### src/rtl/rxhop_pkg.sv
// Package for the receive hop scheduler: beat types, register indexes and constants.
`default_nettype none
package rxhop_pkg;

	localparam int TABLE_SIZE = 5;
	localparam int HOP_CHANNELS = 5;

	localparam int TIMER_W = 16;
	localparam int INDEX_W = 3;
	localparam int CHAN_W = 7;
	localparam int SWITCH_W = 4;
	localparam int RETRY_W = 8;
	localparam int CFG_INDEX_W = 3;
	localparam int CFG_DATA_W = 16;

	localparam logic [TIMER_W-1:0] SLOT_PERIOD_RST = 16'd1000;
	localparam logic [SWITCH_W-1:0] SWITCH_LIMIT = SWITCH_W'(2 * TABLE_SIZE);
	localparam logic [INDEX_W-1:0] LAST_INDEX = INDEX_W'(TABLE_SIZE - 1);

	// input commands
	localparam logic CMD_TICK = 1'b0;
	localparam logic CMD_RECEIVE = 1'b1;

	// retransmit numbers that reload the compare value
	localparam logic [RETRY_W-1:0] RETRY_ZERO = 8'd0;
	localparam logic [RETRY_W-1:0] RETRY_ONE = 8'd1;
	localparam logic [RETRY_W-1:0] RETRY_TWO = 8'd2;

	// configuration register indexes
	localparam logic [CFG_INDEX_W-1:0] REG_SLOT_PERIOD = 3'd0;
	localparam logic [CFG_INDEX_W-1:0] REG_RESYNC_DELAY = 3'd1;
	localparam logic [CFG_INDEX_W-1:0] REG_RETRY_STEP = 3'd2;
	localparam logic [CFG_INDEX_W-1:0] REG_HOP_CHANNEL_0 = 3'd3;
	localparam logic [CFG_INDEX_W-1:0] REG_HOP_CHANNEL_1 = 3'd4;
	localparam logic [CFG_INDEX_W-1:0] REG_HOP_CHANNEL_2 = 3'd5;
	localparam logic [CFG_INDEX_W-1:0] REG_HOP_CHANNEL_3 = 3'd6;
	localparam logic [CFG_INDEX_W-1:0] REG_HOP_CHANNEL_4 = 3'd7;

	typedef struct packed {
		logic command;
		logic [RETRY_W-1:0] retry_number;
	} item_t;

	typedef struct packed {
		logic slot_expired;
		logic [INDEX_W-1:0] channel_index;
		logic [CHAN_W-1:0] radio_channel;
		logic catching_up;
	} result_t;

endpackage
`default_nettype wire

### src/rtl/rx_channel_hop_scheduler_unit.sv
// Receive hop scheduler: slot timer, compare reload, hop index and catch-up control.
//
// Usage:
//   item channel (item_valid / item_stall / item): one beat is a timer tick or a
//   packet-received event with its retransmit number. Scheduler state updates at
//   the edge that accepts the beat.
//   result channel (result_valid / result_stall / result): one beat per item with
//   the expiry flag, hop index, selected radio channel and catch-up flag.
//   cfg channel (cfg_valid / cfg_ready / cfg_index / cfg_data): register writes,
//   always ready; write only while no result is pending.
// The result beat is registered and presented in the cycle after the item is accepted.
// Throughput: one item per cycle unless stalled; the whole update is one pass of a
//   16-bit increment/compare and a two-subtract reload, state to result register.
// Reset: timer, hop index, catch-up state clear; compare value and slot period
//   load 1000; other registers but the result data clear. No result is pending.
// Stall: while a result is held under result_stall, item_stall is raised in the
//   same cycle; the held result does not change.
`default_nettype none
module rx_channel_hop_scheduler_unit (
	input  wire logic                               clk,
	input  wire logic                               arst_n,
	input  wire logic                               item_valid,
	output logic                                    item_stall,
	input  wire rxhop_pkg::item_t                   item,
	output logic                                    result_valid,
	input  wire logic                               result_stall,
	output rxhop_pkg::result_t                      result,
	input  wire logic                               cfg_valid,
	output logic                                    cfg_ready,
	input  wire logic [rxhop_pkg::CFG_INDEX_W-1:0]  cfg_index,
	input  wire logic [rxhop_pkg::CFG_DATA_W-1:0]   cfg_data
);

	// configuration registers
	logic [rxhop_pkg::TIMER_W-1:0] slot_period_q;
	logic [rxhop_pkg::TIMER_W-1:0] resync_delay_q;
	logic [rxhop_pkg::TIMER_W-1:0] retry_step_q;
	logic [rxhop_pkg::CHAN_W-1:0]  hop_channel_q [rxhop_pkg::HOP_CHANNELS];

	// scheduler state
	logic [rxhop_pkg::TIMER_W-1:0]  timer_q;
	logic [rxhop_pkg::TIMER_W-1:0]  compare_q;
	logic [rxhop_pkg::INDEX_W-1:0]  hop_idx_q;
	logic                           catchup_q;
	logic [rxhop_pkg::SWITCH_W-1:0] switch_cnt_q;

	logic result_valid_q;
	rxhop_pkg::result_t result_q;

	logic item_accept;
	logic cfg_write;

	logic [rxhop_pkg::TIMER_W-1:0]  timer_inc;
	logic                           expire_c;
	logic [rxhop_pkg::TIMER_W-1:0]  retry_sub;
	logic [rxhop_pkg::TIMER_W-1:0]  reload_c;
	logic                           reload_en;
	logic [rxhop_pkg::TIMER_W-1:0]  timer_d;
	logic [rxhop_pkg::TIMER_W-1:0]  compare_d;
	logic [rxhop_pkg::INDEX_W-1:0]  hop_idx_d;
	logic                           catchup_d;
	logic [rxhop_pkg::SWITCH_W-1:0] switch_cnt_d;
	logic [rxhop_pkg::INDEX_W-1:0]  chan_sel;
	logic [rxhop_pkg::INDEX_W-1:0]  cfg_chan_idx;

	assign cfg_ready = 1'b1;
	assign cfg_write = cfg_valid && cfg_ready;
	assign item_stall = result_valid_q && result_stall;
	assign item_accept = item_valid && !item_stall;
	assign result_valid = result_valid_q;
	assign result = result_q;

	assign cfg_chan_idx = cfg_index - rxhop_pkg::REG_HOP_CHANNEL_0;

	always_ff @(posedge clk or negedge arst_n) begin
		if (!arst_n) begin
			slot_period_q <= rxhop_pkg::SLOT_PERIOD_RST;
			resync_delay_q <= '0;
			retry_step_q <= '0;
			for (int i = 0; i < rxhop_pkg::HOP_CHANNELS; i++)
				hop_channel_q[i] <= '0;
		end else if (cfg_write) begin
			unique case (cfg_index) inside
				rxhop_pkg::REG_SLOT_PERIOD: slot_period_q <= cfg_data;
				rxhop_pkg::REG_RESYNC_DELAY: resync_delay_q <= cfg_data;
				rxhop_pkg::REG_RETRY_STEP: retry_step_q <= cfg_data;
				rxhop_pkg::REG_HOP_CHANNEL_0, rxhop_pkg::REG_HOP_CHANNEL_1,
				rxhop_pkg::REG_HOP_CHANNEL_2, rxhop_pkg::REG_HOP_CHANNEL_3,
				rxhop_pkg::REG_HOP_CHANNEL_4: begin
					hop_channel_q[cfg_chan_idx] <= cfg_data[rxhop_pkg::CHAN_W-1:0];
				end
				default: ;
			endcase
		end
	end

	assign timer_inc = timer_q + 1'b1;
	assign expire_c = (item.command == rxhop_pkg::CMD_TICK) && (timer_inc >= compare_q);

	always_comb begin
		case (item.retry_number)
			rxhop_pkg::RETRY_ONE: retry_sub = retry_step_q;
			rxhop_pkg::RETRY_TWO: retry_sub = {retry_step_q[rxhop_pkg::TIMER_W-2:0], 1'b0};
			default: retry_sub = '0;
		endcase
	end

	assign reload_c = slot_period_q - resync_delay_q - retry_sub;
	assign reload_en = (item.retry_number == rxhop_pkg::RETRY_ZERO) ||
		(item.retry_number == rxhop_pkg::RETRY_ONE) ||
		(item.retry_number == rxhop_pkg::RETRY_TWO);

	always_comb begin
		timer_d = timer_q;
		compare_d = compare_q;
		hop_idx_d = hop_idx_q;
		catchup_d = catchup_q;
		switch_cnt_d = switch_cnt_q;
		if (item.command == rxhop_pkg::CMD_RECEIVE) begin
			timer_d = '0;
			catchup_d = 1'b1;
			switch_cnt_d = '0;
			if (reload_en)
				compare_d = reload_c;
		end else if (expire_c) begin
			timer_d = '0;
			compare_d = slot_period_q;
			// during catch-up, hop only on even switch counts
			if (!catchup_q || !switch_cnt_q[0]) begin
				if (hop_idx_q >= rxhop_pkg::LAST_INDEX)
					hop_idx_d = '0;
				else
					hop_idx_d = hop_idx_q + 1'b1;
			end
			if (catchup_q) begin
				if (switch_cnt_q >= rxhop_pkg::SWITCH_LIMIT) begin
					catchup_d = 1'b0;
					switch_cnt_d = '0;
				end else begin
					switch_cnt_d = switch_cnt_q + 1'b1;
				end
			end
		end else begin
			timer_d = timer_inc;
		end
	end

	assign chan_sel = (hop_idx_d < rxhop_pkg::INDEX_W'(rxhop_pkg::HOP_CHANNELS)) ? hop_idx_d : '0;

	always_ff @(posedge clk or negedge arst_n) begin
		if (!arst_n) begin
			timer_q <= '0;
			compare_q <= rxhop_pkg::SLOT_PERIOD_RST;
			hop_idx_q <= '0;
			catchup_q <= 1'b0;
			switch_cnt_q <= '0;
			result_valid_q <= 1'b0;
		end else begin
			if (item_accept) begin
				timer_q <= timer_d;
				compare_q <= compare_d;
				hop_idx_q <= hop_idx_d;
				catchup_q <= catchup_d;
				switch_cnt_q <= switch_cnt_d;
				result_valid_q <= 1'b1;
			end else if (!result_stall) begin
				result_valid_q <= 1'b0;
			end
		end
	end

	always_ff @(posedge clk) begin
		if (item_accept) begin
			result_q.slot_expired <= expire_c;
			result_q.channel_index <= hop_idx_d;
			result_q.radio_channel <= hop_channel_q[chan_sel];
			result_q.catching_up <= catchup_d;
		end
	end

	a_receive_result: assert property (@(posedge clk) disable iff (!arst_n)
		item_accept && item.command == rxhop_pkg::CMD_RECEIVE |=>
			result_valid && result.catching_up && !result.slot_expired)
		else $error("receive beat did not give a catch-up result");

	a_switch_idle: assert property (@(posedge clk) disable iff (!arst_n)
		!catchup_q |-> switch_cnt_q == '0)
		else $error("switch count nonzero outside catch-up");

	a_index_range: assert property (@(posedge clk) disable iff (!arst_n)
		hop_idx_q <= rxhop_pkg::LAST_INDEX)
		else $error("hop index beyond table");

	a_expire_clears: assert property (@(posedge clk) disable iff (!arst_n)
		item_accept && expire_c |=> timer_q == '0 && compare_q == $past(slot_period_q))
		else $error("slot expiry did not restart timer");

endmodule
`default_nettype wire
### config.mk
export PLATFORM = sky130hd
export DESIGN_NAME = rx_channel_hop_scheduler_unit
export DESIGN_NICKNAME = d
export VERILOG_FILES = /design/src/rtl/rxhop_pkg.sv /design/src/rtl/rx_channel_hop_scheduler_unit.sv
export SDC_FILE = /design/constraint.sdc
export NUM_CORES = 1
export LEC_CHECK = 0
export BUFFER_PORTS_ARGS = -buffer_cell sky130_fd_sc_hd__buf_4
export CAP_MARGIN = 25
export CORE_AREA = 2 2 153 155
export DETAILED_ROUTE_END_ITERATION = 10
export DIE_AREA = 0 0 155 157
export HOLD_SLACK_MARGIN = 0.05
export PLACE_DENSITY_LB_ADDON = 0.2
export SETUP_SLACK_MARGIN = 0.05
export SYNTH_ARGS = -nofsm -noshare
export SYNTH_HDL_FRONTEND = slang
export SYNTH_SLANG_ARGS = --single-unit
### constraint.sdc
create_clock -name clk -period 8.1 [get_ports clk]
set_clock_uncertainty 0.1 [all_clocks]
set_input_delay 1.62 -clock clk [delete_from_list [all_inputs] [get_ports clk]]
set_output_delay 1.62 -clock clk [all_outputs]
set_load 0.02 [all_outputs]
==> flow_metrics.py, run 1 <==
metrics = {
    "outcome": {
        "outcome": "finished clean",
    },
    "synthesis": {
        "syn_area_mm2": 0.00785,
        "synth-edff-count": 12,
        "async_flop_share": 0.912,
        "synth_common_cells": "112 x dfrtp_1, 88 x mux2_2, 63 x nand2_1",
        "ys_types": 73,
        "synth_nets": 805,
        "synthTopCellsByArea": "dfrtp_1 36%, mux2_2 13%, ha_1 6.9%",
        "synth_top_area_cell": "dfrtp_1",
        "seq_area_frac_synth": 0.443,
        "yosys.cell_count.top_type": "dfrtp_1",
        "ys_ff_latch": 136,
        "synthCells": 714,
        "synthFlopType": "dfrtp_1",
        "synth_top_area_share": 0.357,
        "synth_warnings": 0,
        "syn_avg_cell_area_um2": 11.0,
    },
    "cts": {
        "postCtsResizedCells": 0,
        "root_buffer": "clkbuf_16",
        "cts_hold_buf": 0,
        "cts.reportedPaths.clkPinSlew_ns": 0.06,
        "worstSkewPairLatency_ns": 0.42,
        "cts_buffers": 17,
        "cts_tree": "yes",
        "cts_buffer_depth": 2,
        "cts_setup_buffers": 0,
        "cts_sinks": 136,
        "h-tree-depth": 4,
    },
    "timing": {
        "final_max_slew_viol_count": 0,
        "finalSetupViolCount": 0,
        "period_share": 0.689,
        "tightest_slew_ns": 1.04,
        "hold_slack_ns": 0.397,
        "relSlewSlack": 0.304,
        "rsz0062_at_grt": "false",
        "period_needed_ns": 5.58,
        "final.setup.tns_ns": 0,
        "finalHoldViolCount": 0,
        "fmax_mhz": 179,
    },
    "place": {
        "gp_congestion": 0.774,
        "port_buffers": 46,
        "place.detailed.hpwl_um": 12100,
    },
    "power_and_ir_drop": {
        "p_total_mw": 2.42,
        "peakVddDrop_uv": 143,
        "power_density_mw_per_mm2": 268,
        "p_leak_nw": 3.98,
    },
    "floorplan": {
        "core_mm2": 0.0225,
        "die_h_um": 157,
        "rows": 55,
        "start_util": 0.349,
        "io-pin-count": 48,
        "die_w_um": 155,
        "die_area_mm2": 0.0243,
    },
    "final_layout": {
        "n_antenna_cell": 0,
        "nets": 853,
        "num-fill-cells": 2151,
        "area_growth_syn_to_layout_pct": 15.1,
        "layout-drive-gt1-share": 0.259,
    },
    "global_routing": {
        "grt-ovfl-total": 0,
        "grt_pass1_wl_um": 28400,
        "grt_pass1_vias": 5492,
        "grt_max_degree": 73,
        "gr-usage-all-layers": 0.147,
        "antenna_found_initial": 0,
    },
    "worst_setup_path": {
        "cp_max_fo": 15,
        "path_cells": "buf_4 > nor4_1 > nand2_1 > nor3b_2 > a22oi_1 > fa_1 > ha_1 > a21oi_1 > o21bai_1 > a21oi_1 > o21ai_0 > a311o_1 > a41oi_1 > mux2_2 > o211ai_1",
        "worst-path-buf-inv": 1,
        "r2r-end": "result[2]$_DFFE_PP_",
        "endpoint_kind": "flop",
        "critPathLaunchType": "primary input",
        "critPathTopFamily": "compound AO/OA/AOI/OAI gates",
        "worstPathArrival_ns": 5.82,
        "critPathMaxStageDelay_ns": 0.83,
        "worst_path_most_repeated_cell": "a21oi_1",
        "reg2reg_slack_ns": 3.28,
        "required_ns": 8.34,
        "critPathSlowestCell": "nor3b_2",
        "path_class": "in2reg",
        "rr_startpoint": "timer_q[0]$_DFFE_PN0P_",
        "r2r_cells": 18,
    },
    "hold_path": {
        "holdPathEnd": "timer_q[15]$_DFFE_PN0P_",
        "hold_class": "reg2reg",
        "min_from": "timer_q[15]$_DFFE_PN0P_",
        "min_path_cells": 2,
    },
    "detailed_routing": {
        "drtIter0Drc": 248,
        "drtAntennaViolNets": 0,
        "drc_errors": 0,
        "post_drt_wl_per_cell_um": 15.7,
        "drt-total-wl_um": 16600,
        "vias_per_cell": 5.11,
        "firstDrtPassIters": 4,
        "vias": 5412,
    },
    "job": {
        "cap_violations": 0,
    },
}
## flip-flops by register name (all words and copies together) (netlist names), 3 cells and up
| register | flops |
|---|---|
| switch_cnt_q | 4 |
| retry_step_q | 16 |
| timer_q | 16 |
| hop_idx_q | 3 |
| hop_channel_q | 35 |
| slot_period_q | 16 |
| resync_delay_q | 16 |
| compare_q | 16 |
| result | 12 |
## per-stage QoR
| step | area [µm²] | cells | utilization | worst slack, ns |
|---|---|---|---|---|
| floorplan | 7850 | 714 | - | 2.83 |
| global placement | 8490 | 1027 | 0.377 | 2.16 |
| detailed placement | 8490 | 1028 | 0.377 | 2.11 |
| CTS | 9030 | 1060 | 0.402 | 2.53 |
| global route | 9030 | 1060 | 0.402 | 2.07 |
| finish | 9030 | 1060 | 0.402 | 2.52 |
## report_power, final
part,switching (mW),internal [mW],total [mW]
clock network,0.307,0.403,0.710
registers,0.0949,0.844,0.939
logic,0.389,0.382,0.771
## how the worst max path moves through the flow
stage	startpoint	to	slack, ns	cells past startpoint
after global routing	item[5]	compare_q[15]$_DFFE_PN0P_	2.07	15
after floorplan	item[5]	compare_q[15]$_DFFE_PN0P_	2.83	15
final	item[5]	compare_q[15]$_DFFE_PN0P_	2.52	15
after global placement	item[5]	compare_q[15]$_DFFE_PN0P_	2.16	15
after CTS	item[5]	compare_q[15]$_DFFE_PN0P_	2.53	15
after detailed placement	item[5]	compare_q[15]$_DFFE_PN0P_	2.11	15
## logic make-up (layout without fill, tap and decap cells)
family	after synthesis	in the layout	share of synthesized area
XOR/XNOR	26	26	0.0290
AO/OA/AOI/OAI	147	147	0.130
buffers and inverters	73	134	0.0376
other	1	1	0.000478
adder cells (fa/ha/maj)	58	58	0.107
multiplexers	103	103	0.146
flip-flops	136	136	0.443
AND/OR/NAND/NOR	170	170	0.107
## cell type report
class | count | area [µm²] | share of cell area
Tap cell | 285 | 357 | 0.0395
Timing Repair Buffer | 52 | 390 | 0.0432
Clock inverter | 12 | 95.1 | 0.0105
Inverter | 50 | 188 | 0.0208
Clock buffer | 20 | 447 | 0.0494
Multi-Input combinational cell | 505 | 4080 | 0.452
Sequential cell | 136 | 3480 | 0.385
## placed cells by master, fill, tap and decap left out, types with 11 or more instances in the layout
master / count
nor2_1: 35
inv_1: 49
xor2_1: 11
buf_4: 52
clkbuf_16: 17
nand2_1: 63
edfxtp_1: 12
dfstp_2: 12
dfrtp_1: 112
nand3_1: 16
and3_1: 12
a21oi_1: 26
fa_1: 15
mux2i_1: 14
xnor2_1: 15
ha_1: 43
o21ai_0: 33
a22oi_1: 14
mux2_2: 88
## per-layer routing
| layer | vias up | track usage | share of wire |
|---|---|---|---|
| met5 | - | 0 | 0 |
| met4 | 0 | 0.0432 | 0.013 |
| met3 | 14 | 0.0297 | 0.025 |
| met2 | 58 | 0.235 | 0.47 |
| met1 | 2708 | 0.202 | 0.50 |
| li1 | 2632 | - | - |
## worst register-to-register path, cell delays in order (launching register included)
cell      delay, ns
dfrtp_1        0.44
nand3_1        0.10
nor2_1         0.22
and3_1         0.30
and3_1         0.27
and3_1         0.25
and3_1         0.19
xnor2_1        0.14
inv_1          0.06
ha_1           0.28
nor2_1         0.35
or3_4          0.22
nor2_2         0.04
a21oi_2        0.42
inv_2          0.14
a211oi_2       0.24
or2_1          0.38
mux2_4         0.35
o31ai_4        0.16
Note: power is estimated with default switching activity, not from simulation.
==> run 2: changes to the inputs <==
==> constraint.sdc (replaced) <==
create_clock -name clk -period 5.2 [get_ports clk]
set_clock_uncertainty 0.1 [all_clocks]
set_input_delay 1.04 -clock clk [delete_from_list [all_inputs] [get_ports clk]]
set_output_delay 1.04 -clock clk [all_outputs]
set_load 0.02 [all_outputs]
==> run 2 against run 1 <==
Critical path depth rose by 3. First-iteration DRC count fell by 4.4%. Clock power rose by 69%. Sequential share of layout area fell by 0.41 points. Sequential power rose by 57%. Hold slack improved by 0.0058 ns. Non-clock buffer count rose by 6. Sequential cell count did not move. Register-to-register slack got worse by 2.7 ns. Die area did not move. Critical endpoint is now result[2]$_DFFE_PP_. Largest cell class unchanged. Largest power group unchanged. Highest routed layer unchanged.
==> flow_metrics.py, run 2 (synthesis gave the netlist of run 1 again) <==
metrics = {
    "global_routing": {
        "grt_max_degree": 64,
        "antenna_found_initial": 0,
        "grt-ovfl-total": 0,
        "grt_pass1_vias": 5577,
        "grt_pass1_wl_um": 28700,
        "gr-usage-all-layers": 0.150,
    },
    "final_layout": {
        "regMostFlops": "hop_channel_q",
        "multi_input_comb_area_mm2": 0.00408,
        "n_antenna_cell": 0,
        "num-fill-cells": 2172,
        "mostFrequentLayoutCell": "dfrtp_1",
        "layout-drive-gt1-share": 0.269,
        "largest_reg_flops": 35,
        "area_growth_syn_to_layout_pct": 16.3,
        "nets": 859,
        "final_cells": 1066,
        "final_cell_mix": "112 x dfrtp_1, 88 x mux2_2, 63 x nand2_1, 57 x buf_4, 49 x inv_1",
        "seq_area_mm2": 0.00348,
    },
    "timing": {
        "tightest_slew_ns": 0.906,
        "final.setup.tns_ns": 0,
        "finalHoldViolCount": 0,
        "period_share": 0.885,
        "rsz0062_at_grt": "false",
        "fmax_mhz": 217,
        "final_max_slew_viol_count": 0,
        "period_needed_ns": 4.60,
        "finalSetupViolCount": 0,
        "setup_slack_ns": 0.600,
        "relSlewSlack": 0.396,
    },
    "hold_path": {
        "hold_class": "reg2reg",
        "min_from": "compare_q[3]$_DFFE_PN1P_",
    },
    "detailed_routing": {
        "post_drt_wl_per_cell_um": 16.0,
        "firstDrtPassIters": 4,
        "top_layer_used": "met4",
        "wl_met1_um": 8710,
        "drc_errors": 0,
        "vias_per_cell": 5.04,
        "wl_met3_um": 428,
        "dr_wl_met2_um": 7780,
        "drt-total-wl_um": 17100,
        "vias": 5374,
        "drtIter0Drc": 237,
        "drtAntennaViolNets": 0,
    },
    "worst_setup_path": {
        "critPathSlowestCell": "dfrtp_1",
        "critPathMaxStageDelay_ns": 0.43,
        "cp_max_fo": 10,
        "endpoint_kind": "flop",
        "path_class": "reg2reg",
        "worstPathArrival_ns": 4.76,
        "worst-path-buf-inv": 2,
        "worst_path_most_repeated_cell": "and3_1",
        "critPathTopFamily": "simple AND/OR/NAND/NOR gates",
        "cp-startpoint": "timer_q[0]$_DFFE_PN0P_",
        "rr_startpoint": "timer_q[0]$_DFFE_PN0P_",
        "required_ns": 5.36,
        "path_cells": "nand3_1 > nor2_1 > and3_1 > and3_1 > and3_1 > and3_1 > xnor2_1 > inv_1 > ha_1 > nor2_1 > or3_4 > nor2_2 > a21oi_2 > inv_2 > a211oi_2 > or2_1 > mux2_4 > o31ai_4",
        "critPathLaunchType": "flop",
    },
    "floorplan": {
        "start_util": 0.349,
        "rows": 55,
        "die_h_um": 157,
        "io-pin-count": 48,
        "core_mm2": 0.0225,
        "die_w_um": 155,
        "die_area_mm2": 0.0243,
    },
    "place": {
        "port_buffers": 46,
        "place.detailed.hpwl_um": 12500,
        "gp_congestion": 0.789,
        "dp.cells": 1034,
        "place_ws_ns": 0.332,
    },
    "cts": {
        "cts_buffers": 17,
        "cts_buffer_depth": 2,
        "cts_tree": "yes",
        "cts_hold_buf": 0,
        "h-tree-depth": 4,
        "cts_setup_buffers": 0,
        "postCtsResizedCells": 0,
        "worstSkewPairLatency_ns": 0.43,
        "cts_sinks": 136,
        "cts.reportedPaths.clkPinSlew_ns": 0.06,
        "root_buffer": "clkbuf_16",
    },
    "outcome": {
        "outcome": "finished clean",
    },
    "power_and_ir_drop": {
        "peakVddDrop_uv": 212,
        "p_leak_nw": 4.04,
        "p_total_mw": 3.88,
        "power_density_mw_per_mm2": 425,
    },
    "job": {
        "cap_violations": 0,
    },
}
## run 2: cell count changes in the layout (fill, tap and decap cells not counted), sizes merged
cell | previous run | this run
buf | 52 | 58
clkbuf | 20 | 18
clkinv | 5 | 2
clkinvlp | 3 | 2
inv | 54 | 60
## run 2: worst reg2reg max path, cell delays in order, from the launching register on
cell      delay (ns)
dfrtp_1         0.43
nand3_1         0.10
nor2_1          0.22
and3_1          0.29
and3_1          0.25
and3_1          0.24
and3_1          0.19
xnor2_1         0.14
inv_1           0.07
ha_1            0.27
nor2_1          0.27
or3_4           0.20
nor2_2          0.04
a21oi_2         0.39
inv_2           0.14
a211oi_2        0.22
or2_1           0.38
mux2_4          0.35
o31ai_4         0.16
## run 2: through the flow
stage / hold slack [ns] / utilization / cell area [µm²]
after CTS: 0.405 / 0.406 / 9130
after floorplan: 0.370 / - / 7850
after detailed placement: 0.387 / 0.379 / 8540
final: 0.403 / 0.406 / 9130
after global routing: 0.420 / 0.406 / 9130
after global placement: 0.383 / 0.379 / 8530
## run 2: layer usage
layer | track usage | up-vias
met4 | 0.0476 | 0
met1 | 0.207 | 2655
met3 | 0.0292 | 18
met2 | 0.237 | 56
li1 | - | 2645
met5 | 0 | -
## run 2: cell type report
| type | count | area share |
|---|---|---|
| clock inverters | 14 | 0.0159 |
| clock buffers | 18 | 0.0493 |
| repair buffers | 58 | 0.0474 |
| inverters | 50 | 0.0206 |
| flip-flops and latches | 136 | 0.381 |
| multi-input cells | 505 | 0.447 |
| well taps | 285 | 0.0391 |
## run 2: path summary, 6_finish.rpt
path                                                 endpoint  cells past startpoint  slack [ns]
worst max-delay path                      result[2]$_DFFE_PP_                     18        0.60
worst min-delay path                 compare_q[3]$_DFFE_PN1P_                      2        0.40
worst max register to register            result[2]$_DFFE_PP_                     18        0.60
worst min register to register       compare_q[3]$_DFFE_PN1P_                      2        0.40
max in group asynchronous            compare_q[3]$_DFFE_PN1P_                      2        3.40
min in group asynchronous       slot_period_q[15]$_DFFE_PN0P_                      1        0.60
## run 2: report_power, final
group,leakage (nW),internal (mW),switching (mW),total (mW)
registers,1.63,1.31,0.151,1.47
logic,2.13,0.604,0.613,1.22
clock network,0.287,0.668,0.535,1.20
==> run 3: changes to the inputs <==
--- a/config.mk
+++ b/config.mk
@@ -12,6 +12,7 @@
 export DIE_AREA = 0 0 155 157
 export HOLD_SLACK_MARGIN = 0.05
 export PLACE_DENSITY_LB_ADDON = 0.2
+export REMOVE_ABC_BUFFERS = 1
 export SETUP_SLACK_MARGIN = 0.05
 export SYNTH_ARGS = -nofsm -noshare
 export SYNTH_HDL_FRONTEND = slang
==> run 3 against run 2 <==
Register-to-register slack is essentially flat. Critical path depth is the same. Final cell count is the same. Wire length shrank 0.43%. Critical path type unchanged. Critical endpoint unchanged. Largest cell class unchanged.
==> flow_metrics.py, run 3 (synthesis gave the netlist of run 1 again) <==
metrics = {
    "worst_setup_path": {
        "critPathMaxStageDelay_ns": 0.45,
        "worstPathArrival_ns": 4.76,
        "critPathSlowestCell": "dfrtp_1",
        "cp_max_fo": 10,
        "path_cells": "nand2_1 > nor2_1 > and3_1 > and3_1 > and3_1 > and3_1 > xnor2_1 > inv_1 > ha_1 > nor2_1 > or3_4 > nor2_2 > a21oi_2 > inv_2 > a211oi_2 > or2_1 > mux2_4 > o31ai_4",
        "critPathLaunchType": "flop",
        "worst_path_most_repeated_cell": "and3_1",
        "path_class": "reg2reg",
        "endpoint_kind": "flop",
        "critPathTopFamily": "simple AND/OR/NAND/NOR gates",
        "worst-path-buf-inv": 2,
        "required_ns": 5.36,
    },
    "timing": {
        "rsz0062_at_grt": "false",
        "finalSetupViolCount": 0,
        "finalHoldViolCount": 0,
        "final_max_slew_viol_count": 0,
        "period_needed_ns": 4.60,
        "final.setup.tns_ns": 0,
        "fmax_mhz": 218,
        "tightest_slew_ns": 1.00,
        "relSlewSlack": 0.328,
        "period_share": 0.884,
    },
    "floorplan": {
        "die_area_mm2": 0.0243,
        "rows": 55,
        "die_h_um": 157,
        "io-pin-count": 48,
        "die_w_um": 155,
        "start_util": 0.349,
        "core_mm2": 0.0225,
    },
    "power_and_ir_drop": {
        "power_density_mw_per_mm2": 431,
        "p_leak_nw": 4.07,
        "peakVddDrop_uv": 184,
    },
    "cts": {
        "root_buffer": "clkbuf_16",
        "cts_buffers": 17,
        "cts.reportedPaths.clkPinSlew_ns": 0.06,
        "worstSkewPairLatency_ns": 0.42,
        "cts_tree": "yes",
        "h-tree-depth": 4,
        "cts_setup_buffers": 0,
        "postCtsResizedCells": 0,
        "cts_buffer_depth": 2,
        "cts_sinks": 136,
        "cts_hold_buf": 0,
    },
    "hold_path": {
        "hold_class": "reg2reg",
    },
    "detailed_routing": {
        "drtAntennaViolNets": 0,
        "post_drt_wl_per_cell_um": 16.0,
        "drtIter0Drc": 254,
        "drc_errors": 0,
        "firstDrtPassIters": 5,
        "vias": 5421,
        "drt-total-wl_um": 17000,
        "vias_per_cell": 5.09,
    },
    "place": {
        "place.detailed.hpwl_um": 12500,
        "dp.cells": 1033,
        "port_buffers": 46,
        "gp_congestion": 0.776,
    },
    "final_layout": {
        "nets": 859,
        "final_cells": 1066,
        "largest_reg_flops": 35,
        "mostFrequentLayoutCell": "dfrtp_1",
        "regMostFlops": "hop_channel_q",
        "area_growth_syn_to_layout_pct": 17.0,
        "final_core_util": 0.408,
        "final_cell_mix": "112 x dfrtp_1, 88 x mux2_2, 63 x nand2_1, 57 x buf_4, 49 x inv_1",
        "n_antenna_cell": 0,
        "layout-drive-gt1-share": 0.269,
    },
    "job": {
        "cap_violations": 0,
    },
    "global_routing": {
        "grt-ovfl-total": 0,
        "grt_pass1_vias": 5597,
        "antenna_found_initial": 0,
        "gr-usage-all-layers": 0.149,
        "grt_max_degree": 73,
        "grt_pass1_wl_um": 28900,
    },
    "outcome": {
        "outcome": "finished clean",
    },
}
[run 3: cell types whose count changed in the layout (fill, tap and decap cells not counted)]
cell        before  now
clkinvlp_4       2    0
buf_16           0    1
bufinv_16        0    2
clkbuf_16       18   17
clkinv_4         0    1
buf_2            1    0
[run 3: through the flow]
| step | hold WS (ns) | worst slack (ns) | total power [mW] | area [µm²] |
|---|---|---|---|---|
| after detailed placement | 0.388 | 0.238 | 2.70 | 8530 |
| after floorplan | 0.370 | 0.471 | 2.37 | 7740 |
| after CTS | 0.402 | 0.604 | 4.00 | 9160 |
| after global routing | 0.411 | 0.303 | 4.23 | 9180 |
| final | 0.400 | 0.603 | 3.96 | 9180 |
| after global placement | 0.381 | 0.394 | 2.66 | 8530 |
[run 3: final cells by class]
class | count | area, µm²
Fill cell | 2127 | 13300
Multi-Input combinational cell | 505 | 4080
Sequential cell | 136 | 3480
Timing Repair Buffer | 58 | 455
Clock buffer | 17 | 425
Tap cell | 285 | 357
Clock inverter | 15 | 199
Inverter | 50 | 188
[run 3: routing by layer]
layer,vias up,routed length [µm],track usage,part of all wire
li1,2648,-,-,-
met1,2692,8340,0.206,0.49
met2,69,8120,0.240,0.48
met3,12,415,0.0278,0.024
met4,0,160,0.0441,0.0094
met5,-,0,0,0
[run 3: worst reg2reg max path, stage by stage, from the launching register on]
cell,delay (ns)
dfrtp_1,0.45
nand2_1,0.08
nor2_1,0.24
and3_1,0.29
and3_1,0.25
and3_1,0.24
and3_1,0.19
xnor2_1,0.14
inv_1,0.07
ha_1,0.26
nor2_1,0.27
or3_4,0.20
nor2_2,0.04
a21oi_2,0.38
inv_2,0.14
a211oi_2,0.23
or2_1,0.37
mux2_4,0.35
o31ai_4,0.15
[run 3: report_power, final]
part	internal, mW	total (mW)	switching, mW	leakage, nW
clock	0.737	1.27	0.536	0.307
sequential	1.31	1.46	0.147	1.63
combinational	0.605	1.22	0.618	2.14
total	2.66	3.96	1.30	4.07
[run 3: worst paths after layout]
path	start	to	slack (ns)	depth (start not counted)
worst min-delay path	compare_q[3]$_DFFE_PN1P_	compare_q[3]$_DFFE_PN1P_	0.40	2
worst max-delay path	timer_q[2]$_DFFE_PN0P_	result[2]$_DFFE_PP_	0.60	18
worst max register to register	timer_q[2]$_DFFE_PN0P_	result[2]$_DFFE_PP_	0.60	18
worst min register to register	compare_q[3]$_DFFE_PN1P_	compare_q[3]$_DFFE_PN1P_	0.40	2
max in group asynchronous	arst_n	slot_period_q[3]$_DFFE_PN1P_	3.55	3
min in group asynchronous	arst_n	retry_step_q[11]$_DFFE_PN0P_	0.41	1
